--- src/rtl/core/led_strip_mode_sequencer_top_assert.svh ---
// Assertion macros shared by the LED strip mode sequencer RTL.
`ifndef LED_STRIP_MODE_SEQUENCER_TOP_ASSERT_SVH
`define LED_STRIP_MODE_SEQUENCER_TOP_ASSERT_SVH

`ifndef NO_ASSERTIONS
// Same-cycle implication, sampled on clk and ignored while reset is asserted.
`define LSMS_ASSERT_IMPLIES(lbl, ante, cons) \
	lbl: assert property (@(posedge clk) disable iff (!arst_n) (ante) |-> (cons)) \
	else $error("lsms: same-cycle check failed");
// Next-cycle implication, sampled on clk and ignored while reset is asserted.
`define LSMS_ASSERT_NEXT(lbl, ante, cons) \
	lbl: assert property (@(posedge clk) disable iff (!arst_n) (ante) |=> (cons)) \
	else $error("lsms: next-cycle check failed");
`else
`define LSMS_ASSERT_IMPLIES(lbl, ante, cons)
`define LSMS_ASSERT_NEXT(lbl, ante, cons)
`endif

`endif

--- src/rtl/core/lsms_pkg.sv ---
// Shared types, constants and color tables of the LED strip mode sequencer.
package lsms_pkg;

	// Strip geometry.
	localparam int unsigned PIXEL_COUNT = 4;
	localparam int unsigned IDX_W = 6;
	localparam logic [IDX_W-1:0] LAST_IDX = IDX_W'(PIXEL_COUNT - 1);

	// Field widths.
	localparam int unsigned COLOR_W = 24;
	localparam int unsigned TIME_W = 32;
	localparam int unsigned PERIOD_W = 16;
	localparam int unsigned AUTO_W = 4;
	localparam int unsigned RB_W = 3;

	// Table sizes, as last legal entry.
	localparam logic [AUTO_W-1:0] AUTO_LAST = 4'd8;
	localparam logic [RB_W-1:0] RB_LAST = 3'd6;

	// Configuration port.
	localparam int unsigned CFG_IDX_W = 3;
	localparam int unsigned CFG_DATA_W = 16;

	localparam logic [CFG_IDX_W-1:0] REG_ENABLE = 3'd0;
	localparam logic [CFG_IDX_W-1:0] REG_MODE = 3'd1;
	localparam logic [CFG_IDX_W-1:0] REG_RED = 3'd2;
	localparam logic [CFG_IDX_W-1:0] REG_GREEN = 3'd3;
	localparam logic [CFG_IDX_W-1:0] REG_BLUE = 3'd4;
	localparam logic [CFG_IDX_W-1:0] REG_AUTO_PERIOD = 3'd5;
	localparam logic [CFG_IDX_W-1:0] REG_RB_PERIOD = 3'd6;

	// Pattern mode codes; the fourth code is never stored.
	localparam logic [1:0] MODE_AUTO = 2'd0;
	localparam logic [1:0] MODE_RAINBOW = 2'd1;
	localparam logic [1:0] MODE_STATIC = 2'd2;
	localparam logic [1:0] MODE_UNUSED = 2'd3;

	// How the pixels of one frame get their color.
	typedef enum logic {
		KIND_SOLID,
		KIND_RAINBOW
	} frame_kind_t;

	// Frame descriptor handed from the decision logic to the pixel emitter.
	typedef struct packed {
		frame_kind_t kind;
		logic [COLOR_W-1:0] color;
		logic [RB_W-1:0] rb_start;
	} frame_desc_t;

	// Auto cycle colors, white and black at the end.
	function automatic logic [COLOR_W-1:0] auto_color(input logic [AUTO_W-1:0] step);
		logic [COLOR_W-1:0] c;
		case (step)
			4'd0: c = 24'hFF0000;
			4'd1: c = 24'hFF4500;
			4'd2: c = 24'hFFFF00;
			4'd3: c = 24'h00FF00;
			4'd4: c = 24'h0000FF;
			4'd5: c = 24'h4B0082;
			4'd6: c = 24'h9400D3;
			4'd7: c = 24'hFFFFFF;
			default: c = 24'h000000;
		endcase
		return c;
	endfunction

	// Rainbow chase colors.
	function automatic logic [COLOR_W-1:0] rainbow_color(input logic [RB_W-1:0] step);
		logic [COLOR_W-1:0] c;
		case (step)
			3'd0: c = 24'hFF0000;
			3'd1: c = 24'hFFA500;
			3'd2: c = 24'hFFFF00;
			3'd3: c = 24'h00FF00;
			3'd4: c = 24'h0000FF;
			3'd5: c = 24'h4B0082;
			3'd6: c = 24'h9400D3;
			default: c = 24'h000000;
		endcase
		return c;
	endfunction

endpackage

--- src/rtl/core/lsms_if.sv ---
// Valid/ready stream interfaces for polling passes and pixel results.
interface lsms_pass_if;
	logic valid;
	logic ready;
	logic [lsms_pkg::TIME_W-1:0] now_ms;

	modport source (output valid, output now_ms, input ready);
	modport sink (input valid, input now_ms, output ready);
endinterface

interface lsms_pixel_if;
	logic valid;
	logic ready;
	logic [lsms_pkg::IDX_W-1:0] pixel_index;
	logic [lsms_pkg::COLOR_W-1:0] pixel_color;
	logic frame_last;

	modport source (output valid, output pixel_index, output pixel_color,
		output frame_last, input ready);
	modport sink (input valid, input pixel_index, input pixel_color,
		input frame_last, output ready);
endinterface

--- src/rtl/core/led_strip_mode_sequencer_top.sv ---
// Top level of the LED strip mode sequencer.
//
//   Channel    Direction  Handshake         Payload
//   pass       sink       valid / ready     now_ms
//   pixel      source     valid / ready     pixel_index, pixel_color, frame_last
//   cfg        write      cfg_we            cfg_index, cfg_data
//
// A pass is decided in the cycle it is accepted; a frame of PIXEL_COUNT pixels
// then leaves the output register one pixel per cycle unless pixel.ready stalls it.
// The frame descriptor slot paces the passes: while it holds a frame, the next pass
// is accepted in the cycle the final pixel of that frame enters the output register;
// a pass without a frame leaves the slot free.
// A stall on pixel.ready holds the output register and backs up into pass.ready.
// Reset restores the configuration defaults and clears the pattern state and every valid flag.
module led_strip_mode_sequencer_top (
	input  logic clk,
	input  logic arst_n,
	lsms_pass_if.sink pass,
	lsms_pixel_if.source pixel,
	input  logic cfg_we,
	input  logic [lsms_pkg::CFG_IDX_W-1:0] cfg_index,
	input  logic [lsms_pkg::CFG_DATA_W-1:0] cfg_data
);

	logic free;
	logic accept;
	logic emit;
	lsms_pkg::frame_desc_t desc;

	// A pass transaction completes whenever the descriptor slot can take a frame.
	assign pass.ready = free;
	assign accept = pass.valid && free;

	lsms_decide u_decide (
		.clk(clk),
		.arst_n(arst_n),
		.cfg_we(cfg_we),
		.cfg_index(cfg_index),
		.cfg_data(cfg_data),
		.accept(accept),
		.now_ms(pass.now_ms),
		.emit(emit),
		.desc(desc)
	);

	lsms_emit u_emit (
		.clk(clk),
		.arst_n(arst_n),
		.load(accept && emit),
		.desc(desc),
		.free(free),
		.pixel(pixel)
	);

endmodule

--- src/rtl/core/lsms_decide.sv ---
// Configuration registers, pattern state and the per-pass frame decision.
module lsms_decide (
	input  logic clk,
	input  logic arst_n,
	input  logic cfg_we,
	input  logic [lsms_pkg::CFG_IDX_W-1:0] cfg_index,
	input  logic [lsms_pkg::CFG_DATA_W-1:0] cfg_data,
	input  logic accept,
	input  logic [lsms_pkg::TIME_W-1:0] now_ms,
	output logic emit,
	output lsms_pkg::frame_desc_t desc
);

	logic enable_q;
	logic [1:0] mode_q;
	logic [7:0] red_q;
	logic [7:0] green_q;
	logic [7:0] blue_q;
	logic [lsms_pkg::PERIOD_W-1:0] auto_period_q;
	logic [lsms_pkg::PERIOD_W-1:0] rb_period_q;

	logic [lsms_pkg::AUTO_W-1:0] auto_step_q;
	logic [lsms_pkg::RB_W-1:0] rb_step_q;
	logic [lsms_pkg::TIME_W-1:0] last_update_q;
	logic [lsms_pkg::COLOR_W-1:0] shown_q;
	logic shown_valid_q;

	logic [lsms_pkg::TIME_W-1:0] elapsed;
	logic auto_due;
	logic rb_due;
	logic [lsms_pkg::COLOR_W-1:0] custom;
	logic static_due;
	logic step_auto;
	logic step_rb;
	logic step_static;

	// Elapsed time modulo 2^32 and the three pattern triggers.
	assign elapsed = now_ms - last_update_q;
	assign auto_due = elapsed > {{(lsms_pkg::TIME_W - lsms_pkg::PERIOD_W){1'b0}}, auto_period_q};
	assign rb_due = elapsed > {{(lsms_pkg::TIME_W - lsms_pkg::PERIOD_W){1'b0}}, rb_period_q};
	assign custom = {red_q, green_q, blue_q};
	assign static_due = !shown_valid_q || (custom != shown_q);

	// Frame decision for the pass at the input port.
	always_comb begin
		emit = 1'b0;
		desc.kind = lsms_pkg::KIND_SOLID;
		desc.color = '0;
		desc.rb_start = rb_step_q;
		step_auto = 1'b0;
		step_rb = 1'b0;
		step_static = 1'b0;
		if (!enable_q) begin
			emit = 1'b1;
		end else begin
			case (mode_q)
				lsms_pkg::MODE_AUTO: begin
					emit = auto_due;
					step_auto = auto_due;
					desc.color = lsms_pkg::auto_color(auto_step_q);
				end
				lsms_pkg::MODE_RAINBOW: begin
					emit = rb_due;
					step_rb = rb_due;
					desc.kind = lsms_pkg::KIND_RAINBOW;
				end
				lsms_pkg::MODE_STATIC: begin
					emit = static_due;
					step_static = static_due;
					desc.color = custom;
				end
				default: begin
					emit = 1'b0;
				end
			endcase
		end
	end

	// Configuration writes; a mode write with the unused code is dropped.
	always_ff @(posedge clk or negedge arst_n) begin
		if (!arst_n) begin
			enable_q <= 1'b0;
			mode_q <= lsms_pkg::MODE_AUTO;
			red_q <= 8'hFF;
			green_q <= 8'h00;
			blue_q <= 8'h00;
			auto_period_q <= 16'd2000;
			rb_period_q <= 16'd50;
		end else if (cfg_we) begin
			case (cfg_index)
				lsms_pkg::REG_ENABLE: enable_q <= cfg_data[0];
				lsms_pkg::REG_MODE: begin
					if (cfg_data[1:0] != lsms_pkg::MODE_UNUSED) begin
						mode_q <= cfg_data[1:0];
					end
				end
				lsms_pkg::REG_RED: red_q <= cfg_data[7:0];
				lsms_pkg::REG_GREEN: green_q <= cfg_data[7:0];
				lsms_pkg::REG_BLUE: blue_q <= cfg_data[7:0];
				lsms_pkg::REG_AUTO_PERIOD: auto_period_q <= cfg_data;
				lsms_pkg::REG_RB_PERIOD: rb_period_q <= cfg_data;
				default: ;
			endcase
		end
	end

	// Pattern state: steps and timestamp cleared by a mode write with a used code, advanced by an accepted pass.
	always_ff @(posedge clk or negedge arst_n) begin
		if (!arst_n) begin
			auto_step_q <= '0;
			rb_step_q <= '0;
			last_update_q <= '0;
			shown_q <= '0;
			shown_valid_q <= 1'b0;
		end else if (cfg_we && (cfg_index == lsms_pkg::REG_MODE)
				&& (cfg_data[1:0] != lsms_pkg::MODE_UNUSED)) begin
			auto_step_q <= '0;
			rb_step_q <= '0;
			last_update_q <= '0;
		end else if (accept) begin
			if (step_auto) begin
				auto_step_q <= (auto_step_q == lsms_pkg::AUTO_LAST) ? '0 : auto_step_q + 1'b1;
				last_update_q <= now_ms;
			end
			if (step_rb) begin
				rb_step_q <= (rb_step_q == lsms_pkg::RB_LAST) ? '0 : rb_step_q + 1'b1;
				last_update_q <= now_ms;
			end
			if (step_static) begin
				shown_q <= custom;
				shown_valid_q <= 1'b1;
			end
		end
	end

	`include "led_strip_mode_sequencer_top_assert.svh"

	// A static frame records the custom color as shown unless a mode write comes in the same cycle.
	`LSMS_ASSERT_NEXT(a_static_recorded, accept && step_static && !cfg_we, shown_valid_q && (shown_q == $past(custom)))
	// Step counters never leave their table ranges.
	`LSMS_ASSERT_IMPLIES(a_steps_in_range, 1'b1, (auto_step_q <= lsms_pkg::AUTO_LAST) && (rb_step_q <= lsms_pkg::RB_LAST))
	// A disabled strip emits on every pass.
	`LSMS_ASSERT_IMPLIES(a_blank_emits, !enable_q, emit && (desc.kind == lsms_pkg::KIND_SOLID))

endmodule

--- src/rtl/core/lsms_emit.sv ---
// Frame descriptor holder and pixel serializer with a registered output stage.
module lsms_emit (
	input  logic clk,
	input  logic arst_n,
	input  logic load,
	input  lsms_pkg::frame_desc_t desc,
	output logic free,
	lsms_pixel_if.source pixel
);

	logic desc_v_q;
	lsms_pkg::frame_desc_t desc_q;
	logic [lsms_pkg::RB_W-1:0] rb_idx_q;
	logic [lsms_pkg::IDX_W-1:0] pix_cnt_q;

	logic out_v_q;
	logic [lsms_pkg::IDX_W-1:0] idx_q;
	logic [lsms_pkg::COLOR_W-1:0] color_q;
	logic last_q;

	logic adv;
	logic take;
	logic is_last;
	logic [lsms_pkg::COLOR_W-1:0] pix_color;

	// The output register moves when empty or taken; the descriptor frees on its last pixel.
	assign adv = !out_v_q || pixel.ready;
	assign take = desc_v_q && adv;
	assign is_last = (pix_cnt_q == lsms_pkg::LAST_IDX);
	assign free = !desc_v_q || (take && is_last);
	assign pix_color = (desc_q.kind == lsms_pkg::KIND_RAINBOW)
		? lsms_pkg::rainbow_color(rb_idx_q) : desc_q.color;

	// Descriptor valid and rainbow index; a new frame loaded on the final
	// pixel of the current one takes over the slot in the same cycle.
	always_ff @(posedge clk or negedge arst_n) begin
		if (!arst_n) begin
			desc_v_q <= 1'b0;
			rb_idx_q <= '0;
		end else if (load) begin
			desc_v_q <= 1'b1;
			rb_idx_q <= desc.rb_start;
		end else if (take) begin
			rb_idx_q <= (rb_idx_q == lsms_pkg::RB_LAST) ? '0 : rb_idx_q + 1'b1;
			if (is_last) begin
				desc_v_q <= 1'b0;
			end
		end
	end

	// Pixel counter within the frame.
	always_ff @(posedge clk or negedge arst_n) begin
		if (!arst_n) begin
			pix_cnt_q <= '0;
		end else if (take) begin
			pix_cnt_q <= is_last ? '0 : pix_cnt_q + 1'b1;
		end
	end

	// Descriptor payload.
	always_ff @(posedge clk) begin
		if (load) begin
			desc_q <= desc;
		end
	end

	// Output valid.
	always_ff @(posedge clk or negedge arst_n) begin
		if (!arst_n) begin
			out_v_q <= 1'b0;
		end else if (adv) begin
			out_v_q <= desc_v_q;
		end
	end

	// Output payload.
	always_ff @(posedge clk) begin
		if (take) begin
			idx_q <= pix_cnt_q;
			color_q <= pix_color;
			last_q <= is_last;
		end
	end

	assign pixel.valid = out_v_q;
	assign pixel.pixel_index = idx_q;
	assign pixel.pixel_color = color_q;
	assign pixel.frame_last = last_q;

	`include "led_strip_mode_sequencer_top_assert.svh"

	// A new frame is only loaded into a free descriptor slot.
	`LSMS_ASSERT_IMPLIES(a_load_when_free, load, free)
	// The last flag marks exactly the final pixel of a frame.
	`LSMS_ASSERT_IMPLIES(a_last_matches_index, out_v_q, last_q == (idx_q == lsms_pkg::LAST_IDX))
	// A frame stays held until its final pixel has been issued.
	`LSMS_ASSERT_NEXT(a_frame_held, take && !is_last, desc_v_q)
	// The rainbow index stays inside its table.
	`LSMS_ASSERT_IMPLIES(a_rb_in_range, desc_v_q, rb_idx_q <= lsms_pkg::RB_LAST)

endmodule

--- src/flat_wrapper.sv ---
// flat-port wrapper written by rule: the top's interface ports become plain ports
module led_strip_mode_sequencer_top_flat 
  (clk, arst_n, cfg_we, cfg_index, cfg_data, pass_valid, pass_now_ms, pass_ready, pixel_valid, pixel_pixel_index, pixel_pixel_color, pixel_frame_last, pixel_ready);
  lsms_pass_if pass_i ();
  lsms_pixel_if pixel_i ();
  input  logic clk;
  input  logic arst_n;
  input  logic cfg_we;
  input  logic [lsms_pkg::CFG_IDX_W-1:0] cfg_index;
  input  logic [lsms_pkg::CFG_DATA_W-1:0] cfg_data;
  input wire logic [$bits(pass_i.valid)-1:0] pass_valid;
  input wire logic [$bits(pass_i.now_ms)-1:0] pass_now_ms;
  output wire logic [$bits(pass_i.ready)-1:0] pass_ready;
  output wire logic [$bits(pixel_i.valid)-1:0] pixel_valid;
  output wire logic [$bits(pixel_i.pixel_index)-1:0] pixel_pixel_index;
  output wire logic [$bits(pixel_i.pixel_color)-1:0] pixel_pixel_color;
  output wire logic [$bits(pixel_i.frame_last)-1:0] pixel_frame_last;
  input wire logic [$bits(pixel_i.ready)-1:0] pixel_ready;
  assign pass_i.valid = pass_valid;
  assign pass_i.now_ms = pass_now_ms;
  assign pass_ready = pass_i.ready;
  assign pixel_valid = pixel_i.valid;
  assign pixel_pixel_index = pixel_i.pixel_index;
  assign pixel_pixel_color = pixel_i.pixel_color;
  assign pixel_frame_last = pixel_i.frame_last;
  assign pixel_i.ready = pixel_ready;
  led_strip_mode_sequencer_top u_core (.clk(clk), .arst_n(arst_n), .pass(pass_i), .pixel(pixel_i), .cfg_we(cfg_we), .cfg_index(cfg_index), .cfg_data(cfg_data));
endmodule
--- config.mk ---
export PLATFORM = sky130hd
export DESIGN_NAME = led_strip_mode_sequencer_top_flat
export DESIGN_NICKNAME = d
export VERILOG_FILES = /design/src/rtl/core/lsms_pkg.sv /design/src/rtl/core/lsms_if.sv /design/src/rtl/core/led_strip_mode_sequencer_top.sv /design/src/rtl/core/lsms_decide.sv /design/src/rtl/core/lsms_emit.sv /design/src/flat_wrapper.sv
export VERILOG_INCLUDE_DIRS = /design/src /design/src/rtl/core
export SDC_FILE = /design/constraint.sdc
export NUM_CORES = 1
export LEC_CHECK = 0
export BUFFER_PORTS_ARGS = -buffer_cell sky130_fd_sc_hd__buf_2
export CAP_MARGIN = 30
export CELL_PAD_IN_SITES_DETAIL_PLACEMENT = 2
export CELL_PAD_IN_SITES_GLOBAL_PLACEMENT = 2
export CORE_MARGIN = 8
export CORE_UTILIZATION = 40
export CTS_CLUSTER_DIAMETER = 150
export DETAILED_ROUTE_END_ITERATION = 8
export GPL_TIMING_DRIVEN = 0
export PLACE_DENSITY_LB_ADDON = 0.1
export SETUP_SLACK_MARGIN = 0.3
export SYNTH_ARGS = -nofsm -noshare
export SYNTH_HDL_FRONTEND = slang
export SYNTH_SLANG_ARGS = --single-unit
--- constraint.sdc ---
create_clock -name clk -period 6 [get_ports clk]
set_input_delay 0.3 -clock clk [delete_from_list [all_inputs] [get_ports clk]]
set_output_delay 0.3 -clock clk [all_outputs]
set_load 0.005 [all_outputs]
==> qor.txt, run 1 <==
Antenna viol nets, final -> 0
Nets -> 1363
Port Buffers -> 88
Post-Layout Cell Count -> 1628
Clk buf depth -> 2
Initial Util -> 0.407
Area occupied by multi-input gates -> 5630 um2
# clock sinks -> 190
Antenna Diode Count -> 0
Routability cong. -> 0.825
Hold Slack -> 103 ps
CP Max Fanout -> 13
Setup crit end kind -> register
Seq cells post-synth -> 190
Core Box Area -> 27800 um2
CTS buffer count -> 17
Die Ht -> 184 um
Largest net degree at the start of global routing -> 94
CP Data Required Time -> 6180 ps
First-pass GRT wire length -> 53400 um
Width of the die -> 184 um
Status -> completed
Synth Cell Area -> 11300 um2
Synth Area in Adders -> 0.0781
Vias in the first global route -> 9960
Latest clock arrival within the worst-skew pair -> 440 ps
Fillers -> 3016
Syn Inst Count -> 1123
FP Rows -> 61
DRT iter0 DRCs -> 242
Cells after DPL -> 1591
Yosys Warn Count -> 0
Total Routing Usage GR -> 0.200
RSZ-0062 raised after global routing -> false
Routed WL -> 32900 um
Post-synthesis compound-gate area fraction -> 0.136
PwrDens -> 387 nW/um2
Skew final -> 15.2 ps
Max Cap Viol -> 0
Hold WC Path Type -> primary input to register
Synth Flop Type -> dfrtp_1
Post-synthesis mux area share -> 0.116
# IOs -> 89
Area of the die -> 33900 um2
# H-tree levels -> 4
Max Clk Rate -> 189 MHz
Synth Area in XOR/XNOR -> 0.0372
FFs w/ async S/R, synth -> 0.705
Tmin final -> 5300 ps
Type of origin of the critical path -> register
Hold Violations, Final -> 0
Routed len/inst -> 20.2 um
Final HPWL from detailed placement -> 25100 um
Worst path arrival time -> 5490 ps
Congestion Overflow GR -> 0
Remaining DRCs -> 0
Initial antenna violation count -> 0
Count of flip-flops with a built-in enable after synthesis -> 56
Final slew viol count -> 0
Register area -> 5060 um2
Max transition margin -> 0.481
Average size of a mapped cell -> 10.1 um2
Worst-Margin Slew -> 770 ps
Fin crit share -> 0.884
Final TNS setup -> 0 ps
# setup viols final -> 0
CP Class -> register to register
Simple-Gate Fraction of Synth Area -> 0.129
Distinct cells, synth -> 70
Area Growth Syn to Fin -> 15.1%
DR vias -> 8752
Drt via density -> 5.38
Share of cells above drive strength 1 -> 0.205
CTS tree -> yes
Leak -> 5.79 nW
Largest family of logic cells by synthesized area -> compound AO/OA/AOI/OAI gates
Seq/Total Area, Yosys -> 0.447
Peak VDD IR -> 161 uV
Syn Nets -> 1249
Clk slew on worst S/H paths -> 80 ps
CTS root buf -> clkbuf_16
Drt pass-1 iters -> 4
## state kept, by name, summed over array words and instances (netlist names), 2 cells and up
signal	count
u_core.u_decide.green_q	8
u_core.u_decide.last_update_q	32
u_core.u_decide.shown_q	24
u_core.u_emit.desc_q	25
u_core.u_decide.mode_q	2
u_core.u_decide.auto_step_q	4
u_core.u_emit.pixel.pixel_index	6
u_core.u_emit.pix_cnt_q	6
u_core.u_decide.rb_step_q	3
u_core.u_decide.red_q	8
u_core.u_decide.rb_period_q	16
u_core.u_decide.blue_q	8
u_core.u_decide.auto_period_q	16
u_core.u_emit.pixel.pixel_color	24
u_core.u_emit.rb_idx_q	3
## per-stage QoR
step                power, mW  utilization  worst slack, ps  instance area, um2
finish                   5.04        0.468              698               13000
global route             5.38        0.468              449               13000
CTS                      5.10        0.467              475               13000
detailed placement       3.72        0.442              104               12300
global placement         3.60        0.440              184               12200
floorplan                3.08            -             1540               11300
## cell families (layout without fill, tap and decap cells)
family                   count (synthesis)  in the layout
buffers and inverters                  158            285
multiplexers                           121            121
XOR/XNOR                                48             48
flip-flops                             190            190
adder cells (fa/ha/maj)                 70             70
AND/OR/NAND/NOR                        306            306
AO/OA/AOI/OAI                          230            230
## placed cells by master, fill, tap and decap left out, types with 9 or more instances in the layout
master and instances:
nand2_1 146, dfrtp_1 117, inv_1 107, buf_2 93, mux2_2 80, ha_1 69, a21oi_1 56, edfxtp_1 56
o21ai_0 48, nor2_1 41, mux2i_1 41, clkbuf_1 39, xor2_1 34, nand4_1 23, nand3_1 21, a21o_1 19
a21boi_0 19, clkbuf_16 17, dfstp_2 17, xnor2_1 14, nor2b_1 12, nor3_1 12, o21a_1 11, nand2b_1 10
o21ai_1 10, o211ai_1 9, or3_1 9
## critical path: stages (launching register included)
cell,delay [ps]
dfrtp_1,390
ha_1,220
fa_1,400
nand2b_1,190
a21o_1,200
a211o_1,330
nor2b_1,200
nor2_1,130
a31o_2,180
xor2_1,320
ha_1,320
and4_1,230
a221o_1,340
o21ai_1,350
mux2i_1,300
o31ai_4,560
clkinvlp_4,160
buf_4,220
## metal layers
metal	GRT usage	share of wire
met1	0.231	0.42
met2	0.374	0.53
met3	0.0311	0.026
met4	0.0626	0.021
met5	0	0
## Yosys cell counts (3+ instances only)
cell type | instances | area [um2]
dfrtp_1 | 117 | 2930
o21ai_0 | 49 | 245
and4_1 | 6 | 52.6
nand4b_1 | 3 | 26.3
or2_2 | 4 | 25.0
nand4_1 | 23 | 144
a21oi_2 | 3 | 26.3
mux2_2 | 80 | 901
clkbuf_1 | 36 | 135
nor4_1 | 6 | 37.5
and2_1 | 4 | 25.0
o211ai_1 | 9 | 67.6
buf_4 | 3 | 22.5
a31o_2 | 5 | 43.8
a211oi_1 | 8 | 60.1
ha_1 | 69 | 863
buf_6 | 4 | 45.0
o21ai_1 | 9 | 45.0
inv_1 | 108 | 405
and3_1 | 3 | 18.8
nand3_1 | 21 | 105
a31oi_1 | 5 | 31.3
o21a_1 | 11 | 82.6
xnor2_1 | 14 | 123
nor2b_1 | 12 | 75.1
buf_2 | 6 | 30.0
a21o_1 | 19 | 143
mux2i_1 | 41 | 410
a21oi_1 | 56 | 280
xor2_1 | 34 | 298
nand2b_1 | 10 | 62.6
nor2_1 | 41 | 154
or3_1 | 9 | 56.3
nand2_1 | 146 | 548
a21boi_0 | 19 | 143
o22ai_1 | 4 | 25.0
o2111ai_1 | 3 | 26.3
edfxtp_1 | 56 | 1680
dfstp_2 | 17 | 447
o21bai_1 | 3 | 22.5
nor3_1 | 12 | 60.1
## cell type report
class,instances,share of cell area
multi-input combinational,775,0.432
timing repair buffer,94,0.0411
timing repair inverter,1,0.000577
sequential,190,0.389
clock inverter,12,0.0179
inverter,108,0.0314
tap,378,0.0363
clock buffer,20,0.0336
buffer,50,0.0182
## what timing repair did
| action | CTS | global route |
|---|---|---|
| hold buffers | 1 | 0 |
| gates resized for setup | 4 | 1 |
| setup buffers | 0 | 3 |
| endpoints found under the hold margin | 36 | 0 |
| endpoints found under the setup margin | 25 | 25 |
| gates cloned | 1 | 0 |
## report_power, final
part,switching [mW],leakage (nW),internal (mW),total [mW]
sequential,0.189,2.24,1.64,1.83
clock,0.517,0.325,0.791,1.31
combinational,1.14,3.22,0.766,1.90
## final timing paths
kind / startpoint / to / slack, ps / cells after the start
max: u_core.u_decide.last_update_q[0]$_DFFE_PN0P_ / u_core.u_emit.desc_q[11]$_SDFFCE_PN0P_ / 700 / 17
min: pass_now_ms[15] / u_core.u_decide.last_update_q[15]$_DFFE_PN0P_ / 100 / 3
max reg2reg: u_core.u_decide.last_update_q[0]$_DFFE_PN0P_ / u_core.u_emit.desc_q[11]$_SDFFCE_PN0P_ / 700 / 17
min reg2reg: u_core.u_decide.shown_valid_q$_DFFE_PN0P_ / u_core.u_decide.shown_valid_q$_DFFE_PN0P_ / 500 / 1
max in group asynchronous: arst_n / u_core.u_decide.red_q[0]$_DFFE_PN1P_ / 4800 / 3
min in group asynchronous: arst_n / u_core.u_decide.rb_period_q[12]$_DFFE_PN0P_ / 360 / 2
Note: power is estimated with default switching activity, not from simulation.
==> run 2: changes to the inputs <==
==> constraint.sdc (replaced) <==
create_clock -name clk -period 6 [get_ports clk]
set_input_delay 1.2 -clock clk [delete_from_list [all_inputs] [get_ports clk]]
set_output_delay 1.2 -clock clk [all_outputs]
set_load 0.005 [all_outputs]
==> qor.txt, run 2 (same netlist as run 1, synthesis figures left out) <==
Nets -> 1366 (+0.22%)
Status -> completed
Most common cell after layout, fill and taps aside -> nand2_1
Final slew viol count -> 0 (unchanged)
Clk slew on worst S/H paths -> 70 ps (about the same)
Peak VDD IR -> 162 uV (+0.38%)
Routed len/inst -> 20.2 um (about the same)
Worst-Margin Slew -> 777 ps (+6.49 ps)
# H-tree levels -> 4 (unchanged)
Area Growth Syn to Fin -> 15.3%
Cells after DPL -> 1591 (unchanged)
Fin crit share -> 0.902 (+0.0186)
Max Cap Viol -> 0 (unchanged)
Drt pass-1 iters -> 4 (unchanged)
Max transition margin -> 0.477 (-0.00368)
Hold_buf cts -> 0 (-1)
Number of flip-flops in the largest register -> 32 (unchanged)
Initial Util -> 0.407 (unchanged)
Die Ht -> 184 um (unchanged)
Clk buf depth -> 2 (unchanged)
Total Routing Usage GR -> 0.201 (+0.000446)
Largest regs -> u_core.u_decide.last_update_q x32, u_core.u_emit.desc_q x25
Remaining DRCs -> 0 (unchanged)
Routability cong. -> 0.825 (unchanged)
Post-Layout Cell Count -> 1631 (+0.18%)
Antenna Diode Count -> 0 (unchanged)
Latest clock arrival within the worst-skew pair -> 440 ps (about the same)
Type of origin of the critical path -> primary input
Width of the die -> 184 um (unchanged)
Post-route cell area -> 13000 um2 (+0.22%)
CP Data Required Time -> 6130 ps (-50 ps)
Hold WC Path Type -> register to register
Routed WL -> 33000 um (+0.11%)
CP Max Fanout -> 13 (unchanged)
CP Class -> primary input to register
PnR worst setup slack -> 587 ps (-111 ps)
Vias in the first global route -> 9970 (+0.10%)
Antenna viol nets, final -> 0 (unchanged)
RSZ-0062 raised after global routing -> false
Core Box Area -> 27800 um2 (unchanged)
Tmin final -> 5410 ps (+111 ps)
Worst path arrival time -> 5550 ps (+60 ps)
Congestion Overflow GR -> 0 (unchanged)
Commonest non-fill, non-tap cells in the layout -> nand2_1, dfrtp_1, inv_1
# setup viols final -> 0 (unchanged)
Final HPWL from detailed placement -> 25100 um (unchanged)
Initial antenna violation count -> 0 (unchanged)
Setup crit end kind -> register
Pre-CTS setup slack -> -796 ps (-900 ps)
CTS buffer count -> 17 (unchanged)
Port Buffers -> 88 (unchanged)
Max Clk Rate -> 185 MHz (-2.1%)
DRT iter0 DRCs -> 287 (+19%)
Area after DPL -> 12300 um2 (unchanged)
Largest net degree at the start of global routing -> 94 (unchanged)
PwrDens -> 388 nW/um2 (+0.22%)
First-pass GRT wire length -> 53500 um (+0.13%)
Drt via density -> 5.38 (+0.15%)
Skew final -> 17.8 ps (+2.61 ps)
Hold Slack -> 500 ps (+397 ps)
# clock sinks -> 190 (unchanged)
Finished Core Util -> 0.469 (+0.00104)
Hold Violations, Final -> 0 (unchanged)
Share of cells above drive strength 1 -> 0.209 (+0.00430)
Most flops, register -> u_core.u_decide.last_update_q
Leak -> 5.80 nW (+0.26%)
FP Rows -> 61 (unchanged)
DR vias -> 8781 (+0.33%)
# IOs -> 89 (unchanged)
Area of the die -> 33900 um2 (unchanged)
CTS tree -> yes
CTS root buf -> clkbuf_16
[run 2: changes by cell type in the layout (fill, tap and decap cells not counted), sizes merged]
cell         previous run  this run
buf                   107       111
dlygate4sd3             1         0
[run 2: through the flow]
| step | total power, mW | setup TNS [ps] |
|---|---|---|
| global placement | 3.60 | -20990 |
| detailed placement | 3.72 | -25000 |
| CTS | 5.11 | 0 |
| global route | 5.40 | 0 |
| finish | 5.06 | 0 |
| floorplan | 3.08 | 0 |
[run 2: routing by layer]
layer / vias to the layer above / global-route usage / wire length (um)
met3: 41 / 0.0313 / 830
met1: 4440 / 0.231 / 13800
li1: 4178 / - / -
met5: - / 0 / 0
met2: 122 / 0.374 / 17500
met4: 0 / 0.0655 / 816
[run 2: worst paths after layout]
| kind | endpoint | start | slack [ps] | cells past startpoint |
|---|---|---|---|---|
| setup / recovery | u_core.u_emit.desc_q[11]$_SDFFCE_PN0P_ | pass_now_ms[0] | 590 | 22 |
| hold / removal | u_core.u_decide.shown_valid_q$_DFFE_PN0P_ | u_core.u_decide.shown_valid_q$_DFFE_PN0P_ | 500 | 1 |
| setup reg to reg | u_core.u_emit.desc_q[11]$_SDFFCE_PN0P_ | u_core.u_decide.last_update_q[1]$_DFFE_PN0P_ | 1060 | 19 |
| hold reg to reg | u_core.u_decide.shown_valid_q$_DFFE_PN0P_ | u_core.u_decide.shown_valid_q$_DFFE_PN0P_ | 500 | 1 |
| max in group asynchronous | u_core.u_decide.auto_period_q[4]$_DFFE_PN1P_ | arst_n | 4480 | 2 |
| min in group asynchronous | u_core.u_decide.rb_period_q[12]$_DFFE_PN0P_ | arst_n | 690 | 1 |
[run 2: report_power, final]
part,internal [mW],switching [mW],total [mW]
clock network,0.791,0.517,1.31
registers,1.64,0.190,1.83
logic,0.783,1.14,1.92
[run 2: repair_timing]
| action | in CTS | in global routing |
|---|---|---|
| buffers inserted | 6 | 1 |
| pin swaps | 1 | 0 |
| setup endpoints to repair | 32 | 50 |
| resized for setup | 5 | 3 |
| gates cloned | 1 | 0 |
[run 2: critical path: stages]
cell        delay, ps
buf_2             110
inv_1              50
ha_1              220
fa_1              400
nand2b_1          190
a21o_1            200
a211o_1           330
nor2b_1           200
nor2_1            140
a31o_2            190
xor2_2            100
ha_1              340
nand4_1           140
or3_1             370
o221ai_1          260
o21ai_1           200
mux2i_2           240
buf_4             170
o31ai_4            50
buf_4             160
clkinvlp_4         60
buf_4             210
[run 2: cell type report]
class,count,area [um2]
inverter,108,409
multi-input combinational,775,5640
clock buffer,20,437
timing repair inverter,1,7.51
sequential,190,5060
buffer,50,236
clock inverter,12,233
tap,378,473
fill,3011,14700
timing repair buffer,97,554
==> run 3: changes to the inputs <==
==> constraint.sdc (replaced) <==
create_clock -name clk -period 6 [get_ports clk]
set_input_delay 0.6 -clock clk [delete_from_list [all_inputs] [get_ports clk]]
set_output_delay 0.6 -clock clk [all_outputs]
set_load 0.005 [all_outputs]
==> qor.txt, run 3 (same netlist as run 1, synthesis figures left out) <==
Cells after DPL -> 1591 (unchanged)
Worst path arrival time -> 5470 ps (-80 ps)
RSZ-0062 raised after global routing -> false
Critical path's most frequent cell -> ha_1
Routed WL -> 32900 um (about the same)
Met3 Routed Length -> 824 um (-0.72%)
Post-route cell area -> 13000 um2 (-0.30%)
Initial Util -> 0.407 (unchanged)
Congestion Overflow GR -> 0 (unchanged)
Width of the die -> 184 um (unchanged)
Latest clock arrival within the worst-skew pair -> 440 ps (about the same)
Drt via density -> 5.39 (about the same)
Area Growth Syn to Fin -> 15.0%
Routability cong. -> 0.825 (unchanged)
Hold WC Path Type -> primary input to async pin
# H-tree levels -> 4 (unchanged)
Status -> completed
Commonest non-fill, non-tap cells in the layout -> nand2_1, dfrtp_1, inv_1
Most flops, register -> u_core.u_decide.last_update_q
# clock sinks -> 190 (unchanged)
Largest net degree at the start of global routing -> 94 (unchanged)
Most common cell after layout, fill and taps aside -> nand2_1
Antenna Diode Count -> 0 (unchanged)
Hold_buf cts -> 0 (unchanged)
Nets -> 1362 (-0.29%)
Largest regs -> u_core.u_decide.last_update_q x32, u_core.u_emit.desc_q x25
Tmin final -> 5290 ps (-125 ps)
# IOs -> 89 (unchanged)
Critical Path Slowest Stage Cell -> o31ai_4
CP Class -> register to register
PwrDens -> 387 nW/um2 (-0.18%)
Number of flip-flops in the largest register -> 32 (unchanged)
Final slew viol count -> 0 (unchanged)
Drt pass-1 iters -> 4 (unchanged)
CP Max Fanout -> 13 (unchanged)
CP max stage delay -> 560 ps (+160 ps)
Total Routing Usage GR -> 0.200 (-0.000446)
Hold Violations, Final -> 0 (unchanged)
Routed len/inst -> 20.3 um (+0.22%)
Core Box Area -> 27800 um2 (unchanged)
Max transition margin -> 0.479 (+0.00108)
Remaining DRCs -> 0 (unchanged)
Die Ht -> 184 um (unchanged)
FP Rows -> 61 (unchanged)
Finished Core Util -> 0.468 (-0.00140)
First-pass GRT wire length -> 53400 um (-0.13%)
Clk slew on worst S/H paths -> 70 ps (about the same)
DRT iter0 DRCs -> 287 (unchanged)
Port Buffers -> 88 (unchanged)
Max Cap Viol -> 0 (unchanged)
Critical path, cell by cell -> ha_1 -> fa_1 -> nand2b_1 -> a21o_1 -> a211o_1 -> nor2b_1 -> nor2_1 -> a31o_2 -> xor2_1 -> ha_1 -> and4_1 -> a221o_1 -> o21ai_1 -> mux2i_1 -> o31ai_4 -> clkinvlp_4 -> buf_4
Final HPWL from detailed placement -> 25100 um (unchanged)
Share of cells above drive strength 1 -> 0.205 (-0.00413)
Peak VDD IR -> 161 uV (-0.37%)
Met1 Wirelength -> 13900 um (+0.91%)
Post-Layout Cell Count -> 1627 (-0.25%)
Met2 WL post-DR -> 17500 um (about the same)
Worst-Margin Slew -> 774 ps (-2.64 ps)
CP Data Required Time -> 6180 ps (+50 ps)
Leak -> 5.79 nW (-0.34%)
Fin crit share -> 0.881 (-0.0209)
DR vias -> 8768 (-0.15%)
Area after DPL -> 12300 um2 (unchanged)
CTS buffer count -> 17 (unchanged)
Total power -> 5.04 mW (-0.48%)
CTS tree -> yes
Max Clk Rate -> 189 MHz (+2.4%)
Vias in the first global route -> 9960 (-0.10%)
Setup crit end kind -> register
Area of the die -> 33900 um2 (unchanged)
CTS root buf -> clkbuf_16
Skew final -> 15.9 ps (-1.96 ps)
Antenna viol nets, final -> 0 (unchanged)
Initial antenna violation count -> 0 (unchanged)
Type of origin of the critical path -> register
Max Used Layer -> met4
# setup viols final -> 0 (unchanged)
Clk buf depth -> 2 (unchanged)
run 3: report_power, final:
group	switching (mW)	leakage, nW	total [mW]	internal, mW
combinational	1.13	3.22	1.90	0.765
clock	0.516	0.325	1.31	0.791
sequential	0.189	2.24	1.83	1.64
total	1.84	5.79	5.04	3.20
run 3: area by class of cell:
type                            count  area (um2)
Timing Repair Buffer               93         524
Fill cell                        3015       14800
Tap cell                          378         473
Sequential cell                   190        5060
Buffer                             50         236
Clock inverter                     12         233
Timing Repair inverter              1        7.51
Multi-Input combinational cell    775        5630
Inverter                          108         409
Clock buffer                       20         437
run 3: per-stage QoR:
stage	hold slack, ps	setup TNS, ps	worst slack, ps
6_report	88.2	0	712
5_1_grt	102	0	449
4_1_cts	89.9	0	475
3_5_place_dp	474	-4860	-196
3_3_place_gp	449	-2870	-116
2_1_floorplan	304	0	1270
run 3: final timing paths:
| kind | slack [ps] | end | cells after the start | startpoint |
|---|---|---|---|---|
| max in group asynchronous | 5090 | u_core.u_decide.red_q[0]$_DFFE_PN1P_ | 2 | arst_n |
| hold reg to reg | 500 | u_core.u_decide.shown_valid_q$_DFFE_PN0P_ | 1 | u_core.u_decide.shown_valid_q$_DFFE_PN0P_ |
| hold / removal | 90 | u_core.u_decide.rb_period_q[12]$_DFFE_PN0P_ | 1 | arst_n |
| setup reg to reg | 710 | u_core.u_emit.desc_q[8]$_SDFFCE_PN0P_ | 17 | u_core.u_decide.last_update_q[0]$_DFFE_PN0P_ |
| min in group clk | 400 | u_core.u_decide.last_update_q[15]$_DFFE_PN0P_ | 3 | pass_now_ms[15] |
| setup / recovery | 710 | u_core.u_emit.desc_q[8]$_SDFFCE_PN0P_ | 17 | u_core.u_decide.last_update_q[0]$_DFFE_PN0P_ |
run 3: routing by layer:
layer	GRT usage	vias to the layer above
met5	0	-
met4	0.0626	0
met3	0.0311	35
met2	0.374	123
met1	0.231	4446
li1	-	4164
run 3: critical path, delay by kind of cell, from the launching register on:
kind,cells,cell delay [ps]
and+or+nand+nor,4,740
xor gates and xnor gates,1,310
buffers and inverters,2,380
muxes,1,300
adders and majority gates,3,940
DFF,1,390
AOI/OAI and AO/OA,6,1960
run 3: what timing repair did:
item | 4_1_cts | 5_1_grt
cloned | 1 | 0
gates resized for setup | 4 | 1
setup endpoints to repair | 25 | 25
setup buffers | 0 | 3
